<file path="config.mk">
export PLATFORM = sky130hd
export DESIGN_NAME = wake_packet_framer_top_flat
export DESIGN_NICKNAME = d
export VERILOG_FILES = /design/src/sv/wpf_pkg.sv /design/src/sv/wpf_if.sv /design/src/sv/wpf_front.sv /design/src/sv/wpf_queue.sv /design/src/sv/wpf_back.sv /design/src/sv/wake_packet_framer_top.sv /design/src/flat_wrapper.sv
export SDC_FILE = /design/constraint.sdc
export NUM_CORES = 1
export LEC_CHECK = 0
export BUFFER_PORTS_ARGS = -buffer_cell sky130_fd_sc_hd__buf_2
export CORE_ASPECT_RATIO = 0.8
export CORE_MARGIN = 3
export CORE_UTILIZATION = 55
export CTS_BUF_LIST = sky130_fd_sc_hd__clkbuf_16
export CTS_CLUSTER_DIAMETER = 40
export DETAILED_ROUTE_END_ITERATION = 8
export PLACE_DENSITY = 0.74
export SLEW_MARGIN = 10
export SYNTH_ARGS = -nofsm -noshare
export SYNTH_HDL_FRONTEND = slang
export SYNTH_HIERARCHICAL = 1
export SYNTH_SLANG_ARGS = --single-unit
</file>
<file path="constraint.sdc">
create_clock -name clk -period 4.9 [get_ports clk]
set_input_delay 0.245 -clock clk [delete_from_list [all_inputs] [get_ports clk]]
set_output_delay 0.245 -clock clk [all_outputs]
set_load 0.005 [all_outputs]
</file>
<file path="src/sv/wpf_pkg.sv">
// Shared types, constants and the CRC-8 step for the Wake packet framer.
package wpf_pkg;

  localparam logic [7:0] FEND      = 8'hC0;
  localparam logic [7:0] FESC      = 8'hDB;
  localparam logic [7:0] TFEND     = 8'hDC;
  localparam logic [7:0] TFESC     = 8'hDD;
  localparam logic [7:0] ADDR_FLAG = 8'h80;
  localparam logic [7:0] CRC_XOR   = 8'h18;
  localparam logic [7:0] SEED_RST  = 8'hDE;

  localparam int QDEPTH = 4;
  localparam int QPTR_W = $clog2(QDEPTH);
  localparam int QCNT_W = $clog2(QDEPTH + 1);

  localparam logic ACT_BEGIN = 1'b0;
  localparam logic ACT_DATA  = 1'b1;

  typedef struct packed {
    logic [7:0] value;
    logic       escape;
    logic       last;
    logic       done;
  } qentry_t;

  function automatic logic [7:0] crc_step(input logic [7:0] crc_in, input logic [7:0] data);
    logic [7:0] c;
    logic [7:0] b;
    c = crc_in;
    b = data;
    for (int i = 0; i < 8; i++) begin
      if (b[0] ^ c[0]) begin
        c = ((c ^ CRC_XOR) >> 1) | ADDR_FLAG;
      end else begin
        c = c >> 1;
      end
      b = b >> 1;
    end
    return c;
  endfunction

endpackage

</file>
<file path="src/sv/wpf_if.sv">
// Channel interfaces: input items, line bytes and the CRC seed write.
interface wpf_item_if;
  import wpf_pkg::*;
  logic       valid;
  logic       ready;
  logic       action;
  logic       use_address;
  logic [6:0] dest_address;
  logic [7:0] command_code;
  logic [7:0] payload_length;
  logic [7:0] payload_byte;
  modport source (output valid, action, use_address, dest_address, command_code,
                  payload_length, payload_byte, input ready);
  modport sink (input valid, action, use_address, dest_address, command_code,
                payload_length, payload_byte, output ready);
endinterface

interface wpf_line_if;
  logic       valid;
  logic       ready;
  logic [7:0] tx_byte;
  logic       last_of_run;
  logic       frame_done;
  modport source (output valid, tx_byte, last_of_run, frame_done, input ready);
  modport sink (input valid, tx_byte, last_of_run, frame_done, output ready);
endinterface

interface wpf_cfg_if;
  logic       valid;
  logic       ready;
  logic [7:0] crc_seed;
  modport source (output valid, crc_seed, input ready);
  modport sink (input valid, crc_seed, output ready);
endinterface

</file>
<file path="src/sv/wpf_front.sv">
// Front end: accept items, track the packet and push unescaped bytes with CRC.
module wpf_front
  import wpf_pkg::*;
(
  input  logic          clk,
  input  logic          rst,
  wpf_item_if.sink      item,
  input  logic [7:0]    crc_seed,
  input  logic          q_full,
  output logic          q_push,
  output qentry_t       q_data
);

  typedef enum logic [2:0] {
    S_FEND, S_ADDR, S_CMD, S_LEN, S_DATA, S_CRC
  } step_t;

  logic       busy;
  step_t      step;
  step_t      step_next;
  logic       packet_open;
  logic       packet_open_next;
  logic [7:0] bytes_left;
  logic [7:0] bytes_left_next;
  logic [7:0] crc_acc;
  logic [7:0] crc_acc_next;
  logic       use_address;
  logic [6:0] dest_address;
  logic [7:0] command_code;
  logic [7:0] payload_length;
  logic [7:0] payload_byte;
  logic       final_step;
  logic       in_fire;

  always_comb begin
    q_data           = '0;
    step_next        = step;
    final_step       = 1'b0;
    packet_open_next = packet_open;
    bytes_left_next  = bytes_left;
    crc_acc_next     = crc_acc;
    unique case (step)
      S_FEND: begin
        q_data.value = FEND;
        crc_acc_next = crc_step(crc_seed, FEND);
        step_next    = use_address ? S_ADDR : S_CMD;
      end
      S_ADDR: begin
        q_data.value  = {1'b1, dest_address};
        q_data.escape = 1'b1;
        crc_acc_next  = crc_step(crc_acc, {1'b0, dest_address});
        step_next     = S_CMD;
      end
      S_CMD: begin
        q_data.value  = command_code;
        q_data.escape = 1'b1;
        crc_acc_next  = crc_step(crc_acc, command_code);
        step_next     = S_LEN;
      end
      S_LEN: begin
        q_data.value     = payload_length;
        q_data.escape    = 1'b1;
        crc_acc_next     = crc_step(crc_acc, payload_length);
        packet_open_next = 1'b1;
        bytes_left_next  = payload_length;
        step_next        = S_CRC;
        final_step       = (payload_length != 8'd0);
        q_data.last      = final_step;
      end
      S_DATA: begin
        q_data.value    = payload_byte;
        q_data.escape   = 1'b1;
        crc_acc_next    = crc_step(crc_acc, payload_byte);
        bytes_left_next = bytes_left - 8'd1;
        step_next       = S_CRC;
        final_step      = (bytes_left_next != 8'd0);
        q_data.last     = final_step;
      end
      S_CRC: begin
        q_data.value     = crc_acc;
        q_data.escape    = 1'b1;
        q_data.last      = 1'b1;
        q_data.done      = 1'b1;
        packet_open_next = 1'b0;
        bytes_left_next  = 8'd0;
        final_step       = 1'b1;
      end
      default: begin
        q_data = '0;
      end
    endcase
    if (!q_push) begin
      packet_open_next = packet_open;
      bytes_left_next  = bytes_left;
      crc_acc_next     = crc_acc;
    end
  end

  assign q_push     = busy && !q_full;
  assign item.ready = !busy || (q_push && final_step);
  assign in_fire    = item.valid && item.ready;

  always_ff @(posedge clk) begin
    if (rst) begin
      busy        <= 1'b0;
      step        <= S_FEND;
      packet_open <= 1'b0;
      bytes_left  <= 8'd0;
      crc_acc     <= 8'd0;
    end else begin
      packet_open <= packet_open_next;
      bytes_left  <= bytes_left_next;
      crc_acc     <= crc_acc_next;
      if (in_fire) begin
        if (item.action == ACT_BEGIN) begin
          busy           <= 1'b1;
          step           <= S_FEND;
          use_address    <= item.use_address;
          dest_address   <= item.dest_address;
          command_code   <= item.command_code;
          payload_length <= item.payload_length;
        end else begin
          busy         <= packet_open_next;
          step         <= S_DATA;
          payload_byte <= item.payload_byte;
        end
      end else if (q_push) begin
        busy <= !final_step;
        step <= step_next;
      end
    end
  end

endmodule

</file>
<file path="src/sv/wpf_queue.sv">
// Short byte queue between the front and back ends.
module wpf_queue
  import wpf_pkg::*;
(
  input  logic    clk,
  input  logic    rst,
  input  logic    push,
  input  qentry_t wr_data,
  output logic    full,
  input  logic    pop,
  output logic    not_empty,
  output qentry_t rd_data
);

  qentry_t             mem [QDEPTH];
  logic [QPTR_W-1:0]   wr_ptr;
  logic [QPTR_W-1:0]   rd_ptr;
  logic [QCNT_W-1:0]   count;

  assign full      = (count == QCNT_W'(QDEPTH));
  assign not_empty = (count != '0);
  assign rd_data   = mem[rd_ptr];

  always_ff @(posedge clk) begin
    if (push) begin
      mem[wr_ptr] <= wr_data;
    end
  end

  always_ff @(posedge clk) begin
    if (rst) begin
      wr_ptr <= '0;
      rd_ptr <= '0;
      count  <= '0;
    end else begin
      if (push) begin
        wr_ptr <= wr_ptr + 1'b1;
      end
      if (pop) begin
        rd_ptr <= rd_ptr + 1'b1;
      end
      if (push && !pop) begin
        count <= count + 1'b1;
      end else if (pop && !push) begin
        count <= count - 1'b1;
      end
    end
  end

endmodule

</file>
<file path="src/sv/wpf_back.sv">
// Back end: escape queued bytes and hold them in the output register.
module wpf_back
  import wpf_pkg::*;
(
  input  logic       clk,
  input  logic       rst,
  input  logic       q_valid,
  input  qentry_t    q_data,
  output logic       q_pop,
  wpf_line_if.source line
);

  logic       out_valid;
  logic [7:0] out_byte;
  logic       out_last;
  logic       out_done;
  logic       pending;
  logic [7:0] pend_byte;
  logic       pend_last;
  logic       pend_done;
  logic       load;
  logic       needs_esc;

  assign load      = !out_valid || line.ready;
  assign q_pop     = load && !pending && q_valid;
  assign needs_esc = q_data.escape && (q_data.value == FEND || q_data.value == FESC);

  assign line.valid       = out_valid;
  assign line.tx_byte     = out_byte;
  assign line.last_of_run = out_last;
  assign line.frame_done  = out_done;

  always_ff @(posedge clk) begin
    if (rst) begin
      out_valid <= 1'b0;
      pending   <= 1'b0;
    end else if (load) begin
      if (pending) begin
        out_valid <= 1'b1;
        out_byte  <= pend_byte;
        out_last  <= pend_last;
        out_done  <= pend_done;
        pending   <= 1'b0;
      end else if (q_valid) begin
        out_valid <= 1'b1;
        if (needs_esc) begin
          out_byte  <= FESC;
          out_last  <= 1'b0;
          out_done  <= 1'b0;
          pending   <= 1'b1;
          pend_byte <= (q_data.value == FEND) ? TFEND : TFESC;
          pend_last <= q_data.last;
          pend_done <= q_data.done;
        end else begin
          out_byte <= q_data.value;
          out_last <= q_data.last;
          out_done <= q_data.done;
        end
      end else begin
        out_valid <= 1'b0;
      end
    end
  end

endmodule

</file>
<file path="src/sv/wake_packet_framer_top.sv">
// Top level of the Wake packet framer: seed register, front end, queue, back end.
//
// Channels: item (sink) takes begin and data items, line (source) gives one
// line byte per beat with last_of_run and frame_done, cfg (sink) writes the
// CRC seed and is always ready.
// A begin item yields the frame-end byte, optional flagged address, command,
// length and, for zero length, the CRC; a data item yields its byte and, on
// the last one, the CRC. All bytes after the frame end are escaped.
// Throughput: the front end pushes one unescaped byte per cycle while the
// queue is not full, and takes the next item in the cycle of its last push;
// the back end gives one line byte per cycle while line is ready, and an
// escaped byte goes out as two line bytes, FESC and then its substitute.
// Reset clears the packet state, the queue and the output register; the seed
// returns to 0xDE. When line is stalled the output register and the
// four-entry queue fill, then item ready drops until space frees.
module wake_packet_framer_top
  import wpf_pkg::*;
(
  input  logic       clk,
  input  logic       rst,
  wpf_item_if.sink   item,
  wpf_line_if.source line,
  wpf_cfg_if.sink    cfg
);

  logic [7:0] crc_seed;
  logic       q_push;
  logic       q_full;
  logic       q_pop;
  logic       q_not_empty;
  qentry_t    q_wr;
  qentry_t    q_rd;

  assign cfg.ready = 1'b1;

  always_ff @(posedge clk) begin
    if (rst) begin
      crc_seed <= SEED_RST;
    end else if (cfg.valid) begin
      crc_seed <= cfg.crc_seed;
    end
  end

  wpf_front u_front (
    .clk      (clk),
    .rst      (rst),
    .item     (item),
    .crc_seed (crc_seed),
    .q_full   (q_full),
    .q_push   (q_push),
    .q_data   (q_wr)
  );

  wpf_queue u_queue (
    .clk       (clk),
    .rst       (rst),
    .push      (q_push),
    .wr_data   (q_wr),
    .full      (q_full),
    .pop       (q_pop),
    .not_empty (q_not_empty),
    .rd_data   (q_rd)
  );

  wpf_back u_back (
    .clk     (clk),
    .rst     (rst),
    .q_valid (q_not_empty),
    .q_data  (q_rd),
    .q_pop   (q_pop),
    .line    (line)
  );

endmodule

</file>
<file path="src/flat_wrapper.sv">
// flat-port wrapper written by rule: the top's interface ports become plain ports
module wake_packet_framer_top_flat import wpf_pkg::*;
  (clk, rst, item_valid, item_action, item_use_address, item_dest_address, item_command_code, item_payload_length, item_payload_byte, item_ready, line_valid, line_tx_byte, line_last_of_run, line_frame_done, line_ready, cfg_valid, cfg_crc_seed, cfg_ready);
  wpf_item_if item_i ();
  wpf_line_if line_i ();
  wpf_cfg_if cfg_i ();
  input  logic clk;
  input  logic rst;
  input wire logic [$bits(item_i.valid)-1:0] item_valid;
  input wire logic [$bits(item_i.action)-1:0] item_action;
  input wire logic [$bits(item_i.use_address)-1:0] item_use_address;
  input wire logic [$bits(item_i.dest_address)-1:0] item_dest_address;
  input wire logic [$bits(item_i.command_code)-1:0] item_command_code;
  input wire logic [$bits(item_i.payload_length)-1:0] item_payload_length;
  input wire logic [$bits(item_i.payload_byte)-1:0] item_payload_byte;
  output wire logic [$bits(item_i.ready)-1:0] item_ready;
  output wire logic [$bits(line_i.valid)-1:0] line_valid;
  output wire logic [$bits(line_i.tx_byte)-1:0] line_tx_byte;
  output wire logic [$bits(line_i.last_of_run)-1:0] line_last_of_run;
  output wire logic [$bits(line_i.frame_done)-1:0] line_frame_done;
  input wire logic [$bits(line_i.ready)-1:0] line_ready;
  input wire logic [$bits(cfg_i.valid)-1:0] cfg_valid;
  input wire logic [$bits(cfg_i.crc_seed)-1:0] cfg_crc_seed;
  output wire logic [$bits(cfg_i.ready)-1:0] cfg_ready;
  assign item_i.valid = item_valid;
  assign item_i.action = item_action;
  assign item_i.use_address = item_use_address;
  assign item_i.dest_address = item_dest_address;
  assign item_i.command_code = item_command_code;
  assign item_i.payload_length = item_payload_length;
  assign item_i.payload_byte = item_payload_byte;
  assign item_ready = item_i.ready;
  assign line_valid = line_i.valid;
  assign line_tx_byte = line_i.tx_byte;
  assign line_last_of_run = line_i.last_of_run;
  assign line_frame_done = line_i.frame_done;
  assign line_i.ready = line_ready;
  assign cfg_i.valid = cfg_valid;
  assign cfg_i.crc_seed = cfg_crc_seed;
  assign cfg_ready = cfg_i.ready;
  wake_packet_framer_top u_core (.clk(clk), .rst(rst), .item(item_i), .line(line_i), .cfg(cfg_i));
endmodule
</file>
==> metrics.txt <==
core area=11900 um2; final net count=684; fmax=0.264 GHz; FF-to-FF path depth=7; most area-hungry cell type in the Yosys netlist=edfxtp_1; max_cap viols=0; IO Count=59; DR vias/cell=5.91; Hold Path Depth=1; CP bufs+invs=1; die area=14000 um2; hpwl dp=between 10 and 15 mm; Initial DRC Count=633; Post-Synth XOR/XNOR Area=17.2%; cell breakdown of the critical path=nor2b_1 -> nand2_1 -> a41o_1 -> a311o_1 -> a21bo_2 -> nor3_2 -> buf_4; placed cells=750; initial antenna violation count=0; CP top delay family=simple AND/OR/NAND/NOR gates; Data arrival, critical path=roughly 3.9 ns; Rows=35; Hold Crit Class=primary input to register; Port Buffers=between 50 and 60; first-pass GRT wire length=roughly 25 mm; Resized cells post-CTS=0; vias=4779; Worst VDD drop=slightly below 0.3 mV; Initial Util=approximately three fifths; CTS buffer count=17; simple-gate share of the synthesized area=10.7%; CTS Buffer Depth=2; worst slew pin tran=0.962 ns; Synth Register Bits=129; syn nets=612; Die X-Extent=between 100 and 150 um; sequential share of the synthesized area=between 50% and 60%; largest net degree at the start of global routing=45; antenna cell count=0; DRC Markers=0; Die Y=between 100 and 150 um; H-tree Lvls=4; number of global-route vias before repair=about 4700; area grow syn2layout=18.3%; Pwr Density=447 nW/um2; Tmin final=3.79 ns; startpoint types=register; Primary FF master, synth=edfxtp_1; Yosys top cell area share=38.7%; Max FO, Critical Path=27; Setup Buffers After CTS=0; worst skew pair latency=between 0.4 and 0.5 ns; multiplexer share of the synthesized area=approximately 5.4%; final core occ=68.7%; post-route ant nets=0; Slew Limit Fails=0; slowest CP cell=dfxtp_1; gr usage total=23.5%; WL final=15.8 mm; clock skew=0.0117 ns; Worst setup EP type=register; Root Driver=clkbuf_16; Final Hold Fails=0; Final TNS setup=0 ns; routed len/inst=between 15 and 20 um; clk slew on worst S/H paths=0.06 ns; P_leak=3.11 nW; Final Wtd Congestion=0.963; Worst Path Required=4.99 ns; Final Non-Filler Cells=809; status=finished, final reports clean; Synth Area in Compound Gates=11.7%; Yosys cell types=72; synth warn=6; EDFF count, synth=89; Avg Inst Size Synth=12.4 um2; final worst path period share=77.3%; Initial DRT Pass Iterations=5; Synth Cell Area=6910 um2; global route total overflow=0; Synth Area in Adders=1.56%; share of cells above drive strength 1=about a fifth; Crit Path Category=register to register; CTS tree=done; Synth area leaders=edfxtp_1, dfxtp_1, xnor3_1, xnor2_1, xor2_1; Setup Viol. Count Final=0; Clock Sinks=129; largest family of logic cells by synthesized area=XOR/XNOR gates; Post-synth ARST share=0%; Syn Inst Count=between 500 and 600; critical path depth=7; RSZ-0062 raised after global routing=false; Max-slew headroom=a little over a third; Critical Path Max Stage Delay=0.95 ns
-- worst paths after layout --
check	from	endpoint	slack, ns
max	u_core/u_front/step[2]	u_core/u_front/command_code[0]	1.11
min reg2reg	u_core/u_front/packet_open	u_core/u_front/packet_open	0.50
min	item_payload_byte[7]	u_core/u_front/payload_byte[7]	0.02
max reg2reg	u_core/u_front/step[2]	u_core/u_front/command_code[0]	1.11
-- report_power, final --
| part | internal, mW | leakage [nW] | total, mW | switching [mW] |
|---|---|---|---|---|
| Sequential | 1.28 | 1.14 | 1.39 | 0.108 |
| Combinational | 0.468 | 1.66 | 0.911 | 0.443 |
| Clock | 0.847 | 0.312 | 1.36 | 0.509 |
| Total | 2.60 | 3.11 | 3.66 | 1.06 |
-- cell usage in the layout, fill, tap and decap left out, types with 10 or more instances in the layout --
cell	Yosys	layout
a21oi_1	27	27
a22oi_1	11	11
xnor2_1	43	43
o21ai_0	28	28
edfxtp_1	89	89
mux4_2	10	10
clkbuf_16	0	18
nor2b_1	11	11
dlygate4sd3_1	0	27
xnor3_1	21	21
inv_1	11	11
nor2_1	38	38
nand2_1	31	31
buf_2	8	57
mux2i_1	12	12
dfxtp_1	40	40
xor2_1	27	27
-- worst reg2reg max path, stage by stage (launching register included) --
cell	delay [ns]
dfxtp_1	0.95
nor2b_1	0.71
nand2_1	0.44
a41o_1	0.34
a311o_1	0.33
a21bo_2	0.27
nor3_2	0.12
buf_4	0.31
-- cell type report --
cell class,instances,area [um2]
Fill cell,874,3730
Sequential cell,129,3470
Multi-Input combinational cell,382,3230
Timing Repair Buffer,88,586
Clock buffer,18,450
Tap cell,166,208
Clock inverter,14,186
Inverter,12,45.0
-- flip-flops by register name, summed over array words and instances (netlist names), 2 cells and up, named ones only --
signal,cells
u_core/u_queue/mem,44
u_core/crc_seed,8
u_core/u_back/line.tx_byte,8
u_core/u_front/bytes_left,8
u_core/u_front/command_code,8
u_core/u_front/crc_acc,8
u_core/u_front/payload_byte,8
u_core/u_front/payload_length,8
u_core/u_front/dest_address,7
u_core/u_front/step,3
u_core/u_queue/count,3
u_core/u_queue/rd_ptr,2
u_core/u_queue/wr_ptr,2
-- Yosys cell counts (3+ instances only) --
| cell type | number |
|---|---|
| edfxtp_1 | 89 |
| or3_1 | 3 |
| inv_1 | 11 |
| mux4_2 | 10 |
| nor2b_1 | 11 |
| buf_6 | 3 |
| nor2_1 | 38 |
| o21ai_0 | 28 |
| a221oi_1 | 8 |
| a311o_1 | 4 |
| xor2_1 | 27 |
| nand2_1 | 31 |
| xor3_1 | 3 |
| and2b_4 | 3 |
| dfxtp_1 | 40 |
| nand3_1 | 4 |
| nor3_1 | 8 |
| or2_2 | 4 |
| a22o_1 | 4 |
| ha_1 | 7 |
| a21oi_1 | 27 |
| nor3b_1 | 8 |
| clkbuf_1 | 20 |
| mux2i_1 | 12 |
| buf_2 | 8 |
| a211oi_1 | 4 |
| a211o_1 | 6 |
| a22oi_1 | 11 |
| and2_1 | 5 |
| a221o_1 | 4 |
| nand2b_1 | 5 |
| xnor2_1 | 43 |
| xnor3_1 | 21 |
-- kinds of logic after synthesis --
family	after synthesis
AO/OA/AOI/OAI	116
other	1
buffers and inverters	47
AND/OR/NAND/NOR	138
adder cells (fa/ha/maj)	8
flip-flops	129
multiplexers	23
XOR/XNOR	96
-- stage by stage --
step                cell area, um2  power [mW]  setup WS, ns  hold WS, ns
finish                        8180        3.66          1.11       0.0194
global route                  8180        3.83         0.909      0.00263
CTS                           8130        3.67          1.23    0.0000148
detailed placement            7270        2.29          1.28        0.423
global placement              7270        2.28          1.38        0.421
floorplan                     6910        2.10          1.04        0.317
-- layer usage --
layer,GRT usage [%],wire (um)
met5,0,0
met4,6.30,187
met3,5.35,1350
met2,38.2,7560
met1,32.2,6740
-- timing repair --
action,CTS,global route
setup endpoints to repair,0,0
endpoints found under the hold margin,22,5
hold buffers,22,5
(Power assumes the default switching activity.)
